==> config.mk <==
export PLATFORM = sky130hd
export DESIGN_NAME = fifo_queue_remove_match_round_robin_top
export DESIGN_NICKNAME = d
export VERILOG_FILES = /design/src/sv/fqrr_pkg.sv /design/src/sv/fqrr_cell.sv /design/src/sv/fifo_queue_remove_match_round_robin_top.sv
export SDC_FILE = /design/constraint.sdc
export NUM_CORES = 2
export LEC_CHECK = 0
export BUFFER_PORTS_ARGS = -buffer_cell sky130_fd_sc_hd__buf_2
export CAP_MARGIN = 20
export CORE_ASPECT_RATIO = 1.1
export CORE_UTILIZATION = 45
export CTS_BUF_LIST = sky130_fd_sc_hd__clkbuf_4
export DETAILED_ROUTE_END_ITERATION = 8
export PLACE_DENSITY = 0.69
export SETUP_SLACK_MARGIN = 0.15
export SLEW_MARGIN = 20
export SYNTH_ARGS = -nofsm -noshare
export SYNTH_HDL_FRONTEND = slang
export SYNTH_SLANG_ARGS = --single-unit
==> constraint.sdc <==
create_clock -name clk_i -period 10.8 [get_ports clk_i]
set_clock_uncertainty 0.2 [all_clocks]
set_input_delay 2.16 -clock clk_i [delete_from_list [all_inputs] [get_ports clk_i]]
set_output_delay 2.16 -clock clk_i [all_outputs]
set_load 0.005 [all_outputs]
==> src/sv/fqrr_pkg.sv <==
// Shared types and constants for the ordered queue with key removal and cursor.
// Used by fqrr_cell and fifo_queue_remove_match_round_robin_top. No dependencies.
`timescale 1ns / 1ps
`default_nettype none

package fqrr_pkg;

  // Fixed port widths
  localparam int unsigned DATA_W   = 32;  // data_in, data_out
  localparam int unsigned MASK_W   = 32;  // match mask register
  localparam int unsigned STATUS_W = 2;
  localparam int unsigned MODE_W   = 3;

  // Parameter defaults
  localparam int unsigned DEF_QUEUE_DEPTH = 16;
  localparam int unsigned DEF_ENTRY_WIDTH = 32;

  // Mask value after reset
  localparam logic [MASK_W-1:0] MASK_RESET = '1;

  // Operation codes
  typedef enum logic [MODE_W-1:0] {
    MODE_ENQ    = 3'd0,
    MODE_DEQ    = 3'd1,
    MODE_REMOVE = 3'd2,
    MODE_PEEK   = 3'd3,
    MODE_BEGIN  = 3'd4,
    MODE_NEXT   = 3'd5,
    MODE_EXISTS = 3'd6,
    MODE_NOP    = 3'd7
  } mode_e;

  // Result status codes
  typedef enum logic [STATUS_W-1:0] {
    STATUS_OK   = 2'd0,
    STATUS_MISS = 2'd1,
    STATUS_FULL = 2'd2
  } status_e;

  // Control FSM
  typedef enum logic {
    ST_IDLE  = 1'b0,
    ST_APPLY = 1'b1
  } state_e;

  // Commands broadcast along the row of cells
  typedef struct packed {
    logic cmp;    // latch key compare result
    logic push;   // cell at the tail loads the new entry
    logic shift;  // cells from the first marked one (every cell on a dequeue) take the neighbor's entry
  } cell_ctrl_t;

endpackage : fqrr_pkg

`default_nettype wire

==> src/sv/fqrr_cell.sv <==
// One storage cell of the queue row: holds an entry and its key-compare flag.
// Depends on fqrr_pkg for the cell command struct.
`timescale 1ns / 1ps
`default_nettype none

module fqrr_cell #(
  parameter int unsigned ENTRY_WIDTH = 32,
  parameter int unsigned CNT_W       = 5,
  parameter int unsigned CELL_IDX    = 0
) (
  input  wire                          clk_i,
  input  wire fqrr_pkg::cell_ctrl_t    ctrl_i,
  input  wire  [CNT_W-1:0]             count_i,
  input  wire  [ENTRY_WIDTH-1:0]       key_i,
  input  wire  [ENTRY_WIDTH-1:0]       mask_i,
  input  wire  [ENTRY_WIDTH-1:0]       push_data_i,
  input  wire  [ENTRY_WIDTH-1:0]       nbr_entry_i,
  input  wire                          found_i,
  output logic [ENTRY_WIDTH-1:0]       entry_o,
  output logic                         match_o,
  output logic                         found_o
);
  import fqrr_pkg::*;

  localparam logic [CNT_W-1:0] MY_IDX = CNT_W'(CELL_IDX);

  logic [ENTRY_WIDTH-1:0] entry_q;
  logic                   match_q;
  logic                   held;
  logic                   hit;

  // Compare only while this cell holds a live entry
  assign held = (MY_IDX < count_i);
  assign hit  = held && (((entry_q ^ key_i) & mask_i) == '0);

  // Latch compare flag when a transfer is taken
  always_ff @(posedge clk_i) begin
    if (ctrl_i.cmp) begin
      match_q <= hit;
    end
  end

  // Load at the tail, or take the neighbor's entry to close a gap
  always_ff @(posedge clk_i) begin
    if (ctrl_i.push && (MY_IDX == count_i)) begin
      entry_q <= push_data_i;
    end else if (ctrl_i.shift && (found_i || match_q)) begin
      entry_q <= nbr_entry_i;
    end
  end

  assign entry_o = entry_q;
  assign match_o = match_q;
  assign found_o = found_i || match_q;

endmodule : fqrr_cell

`default_nettype wire

==> src/sv/fifo_queue_remove_match_round_robin_top.sv <==
// Top level of the ordered queue with remove-by-key and round-robin cursor.
// Depends on fqrr_pkg and instantiates a row of fqrr_cell.
//
//   channel   ports                                        direction  handshake
//   command   start, busy, mode_i, data_in_i               in         start && !busy
//   result    done_o, status_o, data_out_o, entry_count_o,  out        done_o (one cycle)
//             cursor_looped_o, cursor_active_o
//   config    cfg_we_i, match_mask_i                        in         cfg_we_i
//
// Each command has an accept step and a commit step: on accept each cell latches
// its key compare and the FSM enters ST_APPLY; in ST_APPLY the operation commits
// (shift, load, cursor) and the result is registered; done_o is high in the cycle after,
// when busy is already low, so a new command can be taken while done_o is high.
// Reset clears the count, cursor and FSM at once; no clearing pass is needed.
// The receiver cannot stall; each result is shown for exactly one cycle.
`timescale 1ns / 1ps
`default_nettype none

module fifo_queue_remove_match_round_robin_top #(
  parameter int unsigned QUEUE_DEPTH = fqrr_pkg::DEF_QUEUE_DEPTH,
  parameter int unsigned ENTRY_WIDTH = fqrr_pkg::DEF_ENTRY_WIDTH,
  localparam int unsigned CNT_W      = $clog2(QUEUE_DEPTH + 1)
) (
  input  wire                              clk_i,
  input  wire                              rst_ni,
  input  wire                              start,
  output logic                             busy,
  input  wire  [fqrr_pkg::MODE_W-1:0]      mode_i,
  input  wire  [fqrr_pkg::DATA_W-1:0]      data_in_i,
  output logic                             done_o,
  output logic [fqrr_pkg::STATUS_W-1:0]    status_o,
  output logic [fqrr_pkg::DATA_W-1:0]      data_out_o,
  output logic [CNT_W-1:0]                 entry_count_o,
  output logic                             cursor_looped_o,
  output logic                             cursor_active_o,
  input  wire                              cfg_we_i,
  input  wire  [fqrr_pkg::MASK_W-1:0]      match_mask_i
);
  import fqrr_pkg::*;

  localparam int unsigned PTR_W = $clog2(QUEUE_DEPTH);
  localparam logic [CNT_W-1:0] FULL_CNT = CNT_W'(QUEUE_DEPTH);

  // Control and architectural state
  state_e               state_q, state_d;
  mode_e                mode_q;
  logic [DATA_W-1:0]    data_q;
  logic [MASK_W-1:0]    mask_q;
  logic [CNT_W-1:0]     count_q, count_d;
  logic [PTR_W-1:0]     cpos_q, cpos_d;
  logic                 cset_q, cset_d;
  logic [STATUS_W-1:0]  status_q, status_d;
  logic [DATA_W-1:0]    dout_q, dout_d;
  logic                 done_q, done_d;

  logic                 accept;
  logic                 apply;
  cell_ctrl_t           ctrl;

  // Row wiring
  logic [ENTRY_WIDTH-1:0] entry_w [QUEUE_DEPTH];
  logic [ENTRY_WIDTH-1:0] nbr_w   [QUEUE_DEPTH];
  logic [QUEUE_DEPTH-1:0] match_w;
  logic [QUEUE_DEPTH:0]   found_w;

  // Width adaption between fixed ports and the entry width
  logic [ENTRY_WIDTH-1:0] key_in_e;
  logic [ENTRY_WIDTH-1:0] push_e;
  logic [ENTRY_WIDTH-1:0] mask_e;
  logic [ENTRY_WIDTH-1:0] rd_e;
  logic [DATA_W-1:0]      rd_d;

  assign key_in_e = ENTRY_WIDTH'(data_in_i);
  assign push_e   = ENTRY_WIDTH'(data_q);
  assign mask_e   = ENTRY_WIDTH'(mask_q);

  // Handshake
  assign accept = start && !busy;
  assign apply  = (state_q == ST_APPLY);

  // FSM next state
  always_comb begin
    state_d = state_q;
    unique case (state_q)
      ST_IDLE:  if (accept) state_d = ST_APPLY;
      ST_APPLY: state_d = ST_IDLE;
      default:  state_d = ST_IDLE;
    endcase
  end

  // FSM outputs
  always_comb begin
    unique case (state_q)
      ST_IDLE:  busy = 1'b0;
      ST_APPLY: busy = 1'b1;
      default:  busy = 1'b0;
    endcase
  end

  // Row of cells; cell i takes its neighbor's entry on a shift
  assign found_w[0] = (mode_q == MODE_DEQ);

  genvar gi;
  generate
    for (gi = 0; gi < QUEUE_DEPTH; gi++) begin : g_cell
      if (gi == QUEUE_DEPTH - 1) begin : g_last
        assign nbr_w[gi] = '0;
      end else begin : g_mid
        assign nbr_w[gi] = entry_w[gi+1];
      end
      fqrr_cell #(
        .ENTRY_WIDTH (ENTRY_WIDTH),
        .CNT_W       (CNT_W),
        .CELL_IDX    (gi)
      ) u_cell (
        .clk_i       (clk_i),
        .ctrl_i      (ctrl),
        .count_i     (count_q),
        .key_i       (key_in_e),
        .mask_i      (mask_e),
        .push_data_i (push_e),
        .nbr_entry_i (nbr_w[gi]),
        .found_i     (found_w[gi]),
        .entry_o     (entry_w[gi]),
        .match_o     (match_w[gi]),
        .found_o     (found_w[gi+1])
      );
    end
  endgenerate

  // Operation decode and commit values
  always_comb begin
    logic             empty;
    logic             full;
    logic             any_hit;
    logic [PTR_W-1:0] first;
    logic             del;
    logic [PTR_W-1:0] del_idx;
    logic [CNT_W-1:0] n1;
    logic [PTR_W-1:0] pe;
    logic [CNT_W-1:0] pe_inc;
    logic [CNT_W-1:0] k_inc;

    empty     = (count_q == '0);
    full      = (count_q >= FULL_CNT);
    any_hit   = |match_w;
    first     = '0;
    for (int i = QUEUE_DEPTH - 1; i >= 0; i--) begin
      if (match_w[i]) first = PTR_W'(i);
    end
    del       = 1'b0;
    del_idx   = '0;
    n1        = count_q - CNT_W'(1);
    pe        = (CNT_W'(cpos_q) >= count_q) ? '0 : cpos_q;
    pe_inc    = CNT_W'(pe) + CNT_W'(1);
    k_inc     = CNT_W'(first) + CNT_W'(1);

    // Select the entry to read: the one under the cursor, or the head
    rd_e      = (mode_q == MODE_NEXT) ? entry_w[pe] : entry_w[0];
    rd_d      = DATA_W'(rd_e);

    ctrl      = '{cmp: accept, push: 1'b0, shift: 1'b0};
    count_d   = count_q;
    cpos_d    = cpos_q;
    cset_d    = cset_q;
    status_d  = STATUS_MISS;
    dout_d    = '0;
    done_d    = apply;

    if (apply) begin
      unique case (mode_q)
        MODE_ENQ: begin
          if (full) begin
            status_d = STATUS_FULL;
          end else begin
            ctrl.push = 1'b1;
            count_d   = count_q + CNT_W'(1);
            status_d  = STATUS_OK;
          end
        end
        MODE_DEQ: begin
          if (!empty) begin
            dout_d   = rd_d;
            del      = 1'b1;
            del_idx  = '0;
            status_d = STATUS_OK;
          end
        end
        MODE_REMOVE: begin
          if (any_hit) begin
            del      = 1'b1;
            del_idx  = first;
            status_d = STATUS_OK;
          end
        end
        MODE_PEEK: begin
          if (!empty) begin
            dout_d   = rd_d;
            status_d = STATUS_OK;
          end
        end
        MODE_BEGIN: begin
          if (!empty) begin
            cset_d   = 1'b1;
            cpos_d   = '0;
            status_d = STATUS_OK;
          end
        end
        MODE_NEXT: begin
          if (cset_q && !empty) begin
            dout_d    = rd_d;
            cpos_d    = (pe_inc < count_q) ? pe_inc[PTR_W-1:0] : '0;
            status_d  = STATUS_OK;
          end
        end
        MODE_EXISTS: begin
          if (!empty) begin
            cset_d = 1'b1;
            if (any_hit) begin
              cpos_d   = (k_inc < count_q) ? k_inc[PTR_W-1:0] : '0;
              status_d = STATUS_OK;
            end else begin
              cpos_d   = '0;
            end
          end
        end
        default: begin
          status_d = STATUS_MISS;
        end
      endcase
    end

    // Drop an entry, close the gap and fix the cursor
    if (del) begin
      ctrl.shift = 1'b1;
      count_d    = n1;
      if (cset_q) begin
        if (cpos_q > del_idx) begin
          cpos_d = cpos_q - PTR_W'(1);
        end else if ((cpos_q == del_idx) && (CNT_W'(del_idx) >= n1)) begin
          cset_d = 1'b0;
        end
      end
      if (n1 == '0) cset_d = 1'b0;
      if (!cset_d) cpos_d = '0;
    end
  end

  // Hold the command for the commit cycle
  always_ff @(posedge clk_i) begin
    if (accept) begin
      mode_q <= mode_e'(mode_i);
      data_q <= data_in_i;
    end
  end

  // Result payload
  always_ff @(posedge clk_i) begin
    status_q <= status_d;
    dout_q   <= dout_d;
  end

  // Control state, counters and cursor
  always_ff @(posedge clk_i or negedge rst_ni) begin
    if (!rst_ni) begin
      state_q <= ST_IDLE;
      count_q <= '0;
      cpos_q  <= '0;
      cset_q  <= 1'b0;
      done_q  <= 1'b0;
      mask_q  <= MASK_RESET;
    end else begin
      state_q <= state_d;
      count_q <= count_d;
      cpos_q  <= cpos_d;
      cset_q  <= cset_d;
      done_q  <= done_d;
      if (cfg_we_i) begin
        mask_q <= match_mask_i;
      end
    end
  end

  assign done_o          = done_q;
  assign status_o        = status_q;
  assign data_out_o      = dout_q;
  assign entry_count_o   = count_q;
  assign cursor_active_o = cset_q;
  assign cursor_looped_o = cset_q && (cpos_q == '0);

endmodule : fifo_queue_remove_match_round_robin_top

`default_nettype wire
; Word-level counts from Yosys, hierarchy flattened
; Cells that the tools add are included.
[totals]
reg_bits = 641
out_inout_bits = 43
wordCells = 341
[op_classes]
add_sub_neg = 5
magnitude_cmp = 23
eq_ne = 23
muxes = 101
bitwise_logic = 34
reduce_logical = 113
[op_table]
columns = operator, count
row1 = $mux W32, 37
row2 = $and A32 B32 Y32, 16
row3 = $logic_not A32 Y1, 16
row4 = $xor A32 B32 Y32, 16
row5 = $bmux W32 S4, 1
row6 = $mux W4, 31
row7 = $pmux W32 S2, 1
row8 = $logic_and A1 B1 Y1, 52
row9 = $eq A4 B5 Y1 const A, 8
row10 = $lt A4 B5 Y1 const A, 8
row11 = $reduce_bool A2 Y1, 18
row12 = $eq A3 B5 Y1 const A, 4
row13 = $lt A3 B5 Y1 const A, 4
row14 = $mux W1, 20
row15 = $mux W5, 4
row16 = $logic_or A1 B1 Y1, 16
row17 = $reduce_or A16 Y1, 1
row18 = $pmux W4 S3, 1
row19 = $add A4 B1 Y5 const B, 2
row20 = $eq A2 B5 Y1 const A, 2
row21 = $ge A4 B5 Y1, 2
row22 = $ge A5 B5 Y1 const B, 2
row23 = $logic_not A5 Y1, 2
row24 = $lt A1 B5 Y1 const A, 2
row25 = other kinds (23), 33

; Depth between registers and ports, before layout
[depth]
depth_word = 28
ltp_mapped = 19

; Cells and area by module
; From an unflattened synthesis, not the netlist that was laid out.
[hier_totals]
cells_unflattened = 3280
hier_area_um2 = 41584.9
[modules_own_cells]
columns = mod, n_inst, cells_per_inst, area_per_inst_um2, seq_area_each_um2
row1 = fifo_queue_remove_match_round_robin_top, 1, 1252, 10674.0, 2872.8
row2 = fqrr_cell (g_cell[14].u_cell ...), 2, 127, 1869.3, 991.0
row3 = fqrr_cell (g_cell[10].u_cell), 1, 129, 2008.2, 991.0
row4 = fqrr_cell (g_cell[1].u_cell), 1, 125, 1999.4, 991.0
row5 = fqrr_cell (g_cell[8].u_cell), 1, 128, 1996.9, 991.0
row6 = fqrr_cell (g_cell[4].u_cell), 1, 128, 1994.4, 991.0
row7 = fqrr_cell (g_cell[12].u_cell), 1, 128, 1984.4, 991.0
row8 = fqrr_cell (g_cell[0].u_cell), 1, 127, 1976.9, 991.0
row9 = fqrr_cell (g_cell[6].u_cell), 1, 127, 1975.6, 991.0
row10 = fqrr_cell (g_cell[11].u_cell), 1, 126, 1970.6, 991.0
row11 = fqrr_cell (g_cell[5].u_cell), 1, 125, 1899.3, 991.0
row12 = fqrr_cell (g_cell[9].u_cell), 1, 127, 1885.6, 991.0
row13 = fqrr_cell (g_cell[13].u_cell), 1, 128, 1881.8, 991.0
row14 = fqrr_cell (g_cell[3].u_cell), 1, 125, 1871.8, 991.0
row15 = 2 more rows, --, --, --, --

; Least setup slack after synthesis
; No wires, ideal clock.
[synth_path]
kind = in2reg
startpoint = in start
endpoint = reg data_q[0], enable pin
setup_time_ns = 0.467
t_arrival_ns = 4.444
setup_slack_ns = 5.689
cell_stages = 1
cell_sequence = nor2b_1
[synth_via]
elab_chain_cells = 1
[synth_lines]
columns = element, line_no
row1 = from (decl), fifo_queue_remove_match_round_robin_top.sv:26  ; input wire start,
row2 = $logic_and A1 B1 Y1, fifo_queue_remove_match_round_robin_top.sv:78  ; assign accept = start && !busy;
row3 = to (signal assigned), fifo_queue_remove_match_round_robin_top.sv:253  ; data_q <= data_in_i;
row4 = to (decl), fifo_queue_remove_match_round_robin_top.sv:47  ; logic [DATA_W-1:0] data_q;
; Every way passes these cells.
; A chain may end at the register's enable or synchronous reset.

; Worst setup path after layout
[layout_path]
startpoint = reg cpos_q[0]
endpoint = reg cpos_q[0]
[layout_via]
elab_chain_cells = 12
elab_cells_between_ends = 23
[layout_lines]
columns = element, line_no
row1 = from (decl), fifo_queue_remove_match_round_robin_top.sv:50  ; logic [PTR_W-1:0] cpos_q, cpos_d;
row2 = from (signal assigned), fifo_queue_remove_match_round_robin_top.sv:275  ; cpos_q <= cpos_d;
row3 = $ge A4 B5 Y1, fifo_queue_remove_match_round_robin_top.sv:154  ; pe = (CNT_W'(cpos_q) >= count_q) ? '0 : cpos_q;
row4 = $mux W4, fifo_queue_remove_match_round_robin_top.sv:154
row5 = $add A4 B1 Y5, fifo_queue_remove_match_round_robin_top.sv:155  ; pe_inc = CNT_W'(pe) + CNT_W'(1);
row6 = $lt A5 B5 Y1, fifo_queue_remove_match_round_robin_top.sv:212  ; cpos_d = (pe_inc < count_q) ? pe_inc[PTR_W-1:0] : '0;
row7 = $mux W4, fifo_queue_remove_match_round_robin_top.sv:212
row8 = $mux W4, fifo_queue_remove_match_round_robin_top.sv:210  ; if (cset_q && !empty) begin
row9 = $pmux W4 S3, fifo_queue_remove_match_round_robin_top.sv:171  ; unique case (mode_q)
row10 = $mux W4, fifo_queue_remove_match_round_robin_top.sv:170  ; if (apply) begin
row11 = $mux W4, fifo_queue_remove_match_round_robin_top.sv:238  ; if (cpos_q > del_idx) begin
row12 = $mux W4, fifo_queue_remove_match_round_robin_top.sv:237  ; if (cset_q) begin
row13 = $mux W4, fifo_queue_remove_match_round_robin_top.sv:245  ; if (!cset_d) cpos_d = '0;
row14 = $mux W4 *, fifo_queue_remove_match_round_robin_top.sv:234  ; if (del) begin
row15 = via cpos_d[0], fifo_queue_remove_match_round_robin_top.sv:50
; Mark *: on every way through the listed nets, which the timed path passes. The rest lies on a longest branch. The select of a mux whose other input is x is not followed.

==> flow_metrics.py <==
metrics = {
    "placement": {
        "hpwl_um": 128000,
        "io_buffer_count": 113,
        "rd_place_congestion": 1.14,
        "placed_cells_incl_taps": 4105,
    },
    "clock_tree": {
        "post-cts-setup-buffer-count": 0,
        "clock-root-buffer": "sky130_fd_sc_hd__clkbuf_4",
        "cts.repair.resized": 0,
        "cts_num_sinks": 641,
        "hold_buffers": 0,
        "ctsLongestPathBuffers": 3,
        "cts_made_buffers": 174,
        "worst_setup_hold_path_clk_slew_ns": 0.08,
        "htree_levels": 4,
        "cts_tree": "built",
        "worst_skew_pair.late_latency_ns": 1.14,
    },
    "global_route": {
        "global_route.usage.total": 0.423,
        "grt_max_degree": 70,
        "grt_pass1_wl_um": 252000,
        "grt_antenna_before_repair": 20,
        "number_of_global_route_vias_before_repair": 29100,
        "grt.overflow.total": 0,
    },
    "power": {
        "cellPowerDensity_nw_per_um2": 187,
        "leakage_nw": 15.5,
        "ir_drop_mv": 0.210,
    },
    "timing": {
        "fin_crit_ns": 5.28,
        "setup_total_negative_slack_ns": 0,
        "final.period_utilization": 0.489,
        "grt_setup_unrepaired": "false",
        "timing.max_slew.rel_slack": 0.250,
        "final-hold-violation-count": 0,
        "fmax_mhz": 189,
        "report.final.setup_viol": 0,
        "max_slew.worst_pin.slew_ns": 1.12,
        "timing.final.max_slew_violations": 0,
    },
    "drt": {
        "wire_per_inst_um": 42.3,
        "drc": 0,
        "antenna_left": 0,
        "postRouteWirelength_um": 188000,
        "dr_total_vias": 31300,
        "via_per_inst": 7.06,
        "dr.first_iter.drc_count": 5394,
        "drtPass1Iterations": 6,
    },
    "final_layout": {
        "final_cell_mix": "sky130_fd_sc_hd__mux2_2, sky130_fd_sc_hd__edfxtp_1, sky130_fd_sc_hd__xor2_1, sky130_fd_sc_hd__clkbuf_4, sky130_fd_sc_hd__a221oi_1",
        "final_instance_count_excl_fillers": 4441,
        "syn2layout_area_growth_pct": 9.55,
        "layout.cells.most_common": "sky130_fd_sc_hd__mux2_2",
        "num-nets-final": 3243,
        "drive_above_1_share": 0.341,
        "fillerInstances": 7703,
    },
    "job": {
        "cap_viol_max_count": 0,
    },
    "logic_synthesis": {
        "synthesis.instances": 3110,
        "syn_area_um2": 39000,
        "synth_top_flop_cell": "sky130_fd_sc_hd__edfxtp_1",
        "synth-edff-count": 563,
        "syn-mean-instance-area_um2": 12.5,
        "async_flop_share": 0.0686,
        "synth_warnings": 0,
        "synth.yosys.seq_area_share": 0.480,
        "ys_ff_latch": 641,
        "mappedNetlistNets": 3211,
        "post_synth_num_cell_types": 80,
    },
    "critical_path": {
        "cp-end-kind": "register",
        "r2r_cells": 17,
        "data_required_time_of_the_worst_path_ns": 11.65,
        "timing.setup.critical_path_class": "register to register",
        "cp_max_fo": 43,
        "timing.critical_path.arrival_ns": 6.13,
        "crit_path_start_kind": "register",
        "r2r_slack_ns": 5.52,
    },
    "hold_path": {
        "worst_hold_path.num_cells": 1,
        "worst_min_delay_path_category": "register to register",
    },
    "floorplan": {
        "fp.dieW_um": 283,
        "fp-row-count": 112,
        "core_region_area_um2": 85300,
        "floorplan.initialDensity": 0.457,
        "fp.dieArea_um2": 87800,
        "die_h_um": 311,
        "floorplan.io_pins": 114,
    },
    "status": {
        "run_status": "finished clean",
    },
}
==> cell usage after synthesis, types with 28 or more instances <==
| cell | number | area, µm² |
|---|---|---|
| sky130_fd_sc_hd__mux2_2 | 574 | 6460 |
| sky130_fd_sc_hd__edfxtp_1 | 563 | 16900 |
| sky130_fd_sc_hd__xor2_1 | 514 | 4500 |
| sky130_fd_sc_hd__clkbuf_1 | 197 | 739 |
| sky130_fd_sc_hd__a221oi_1 | 139 | 1220 |
| sky130_fd_sc_hd__a22oi_1 | 111 | 833 |
| sky130_fd_sc_hd__nor2_1 | 89 | 334 |
| sky130_fd_sc_hd__mux2i_1 | 86 | 861 |
| sky130_fd_sc_hd__a22o_1 | 80 | 701 |
| sky130_fd_sc_hd__buf_2 | 69 | 345 |
| sky130_fd_sc_hd__nand2_1 | 65 | 244 |
| sky130_fd_sc_hd__a221o_1 | 53 | 531 |
| sky130_fd_sc_hd__nand4_1 | 42 | 263 |
| sky130_fd_sc_hd__buf_1 | 36 | 135 |
| sky130_fd_sc_hd__and2_1 | 35 | 219 |
| sky130_fd_sc_hd__dfxtp_1 | 34 | 681 |
| sky130_fd_sc_hd__nor3_1 | 34 | 170 |
| sky130_fd_sc_hd__dfstp_2 | 32 | 841 |
| sky130_fd_sc_hd__ha_1 | 30 | 375 |
| sky130_fd_sc_hd__nand3_1 | 28 | 140 |
==> per-stage QoR <==
step,area [µm²],util,power [W],setup WS [ns],hold slack (ns)
global route,42700,0.500,0.00816,5.24,0.389
CTS,42700,0.500,0.00787,5.47,0.365
global placement,40400,0.473,0.00557,5.20,0.353
finish,42700,0.501,0.00799,5.52,0.366
detailed placement,40400,0.473,0.00558,5.55,0.363
floorplan,39000,-,0.00460,5.69,0.197
==> where the power goes <==
part           switching [W]  internal, W  leakage [nW]  total, W
clock network        0.00116      0.00116          1.37   0.00232
logic                0.00164     0.000887          8.25   0.00253
registers           0.000320      0.00282          5.92   0.00314
==> layer usage <==
layer | vias to the layer above | global-route usage | part of all wire
met2 | 2731 | 0.620 | 0.43
li1 | 12200 | - | -
met5 | - | 0 | 0.00054
met4 | 16 | 0.274 | 0.078
met3 | 634 | 0.115 | 0.12
met1 | 15800 | 0.546 | 0.37
==> logic make-up after synthesis <==
logic type      synth area share
compound gates             0.118
flops                      0.480
mux                        0.192
fa+ha+maj                0.00962
buf+inv                   0.0345
simple gates              0.0481
xor+xnor                   0.118
==> worst max-delay path: stages, from the launching register on <==
cell	delay [ns]
sky130_fd_sc_hd__dfrtp_1	0.65
sky130_fd_sc_hd__clkinv_1	0.44
sky130_fd_sc_hd__ha_1	0.41
sky130_fd_sc_hd__nor2b_1	0.13
sky130_fd_sc_hd__o21ai_1	0.14
sky130_fd_sc_hd__a21o_2	0.24
sky130_fd_sc_hd__inv_4	0.47
sky130_fd_sc_hd__buf_4	0.58
sky130_fd_sc_hd__ha_1	0.28
sky130_fd_sc_hd__xor2_1	0.22
sky130_fd_sc_hd__inv_1	0.08
sky130_fd_sc_hd__ha_1	0.29
sky130_fd_sc_hd__a41o_1	0.24
sky130_fd_sc_hd__a21oi_1	0.11
sky130_fd_sc_hd__o211ai_1	0.16
sky130_fd_sc_hd__o21ai_0	0.20
sky130_fd_sc_hd__a21oi_1	0.07
sky130_fd_sc_hd__o32ai_1	0.26
==> final cells by class <==
type / instances / area [µm²] / area share
antenna: 11 / 27.5 / 0.000644
tap: 1140 / 1430 / 0.0334
clock inverter: 50 / 250 / 0.00586
timing repair buffer: 164 / 952 / 0.0223
multi-input combinational: 2139 / 19200 / 0.449
inverter: 22 / 85.1 / 0.00199
clock buffer: 274 / 2060 / 0.0481
sequential: 641 / 18700 / 0.438
==> worst paths after layout <==
kind / startpoint / to
max in group asynchronous: rst_ni / cpos_q[1]
worst min-delay path: g_cell[11].u_cell.entry_o[25] / g_cell[10].u_cell.entry_o[25]
worst min register to register: g_cell[11].u_cell.entry_o[25] / g_cell[10].u_cell.entry_o[25]
worst max-delay path: cpos_q[0] / cpos_q[0]
worst max register to register: cpos_q[0] / cpos_q[0]
min in group asynchronous: rst_ni / cpos_q[0]
==> registers in the layout, indices dropped and copies added (netlist names) <==
| register | cells |
|---|---|
| g_cell.u_cell.entry_o | 512 |
| data_q | 32 |
| cpos_q | 4 |
| g_cell.u_cell.match_o | 16 |
| cursor_active_o | 1 |
| mask_e | 32 |
| status_o | 2 |
| data_out_o | 32 |
| mode_q | 3 |
| done_o | 1 |
| entry_count_o | 5 |
| apply | 1 |
Note: power is estimated with default switching activity, not from simulation.
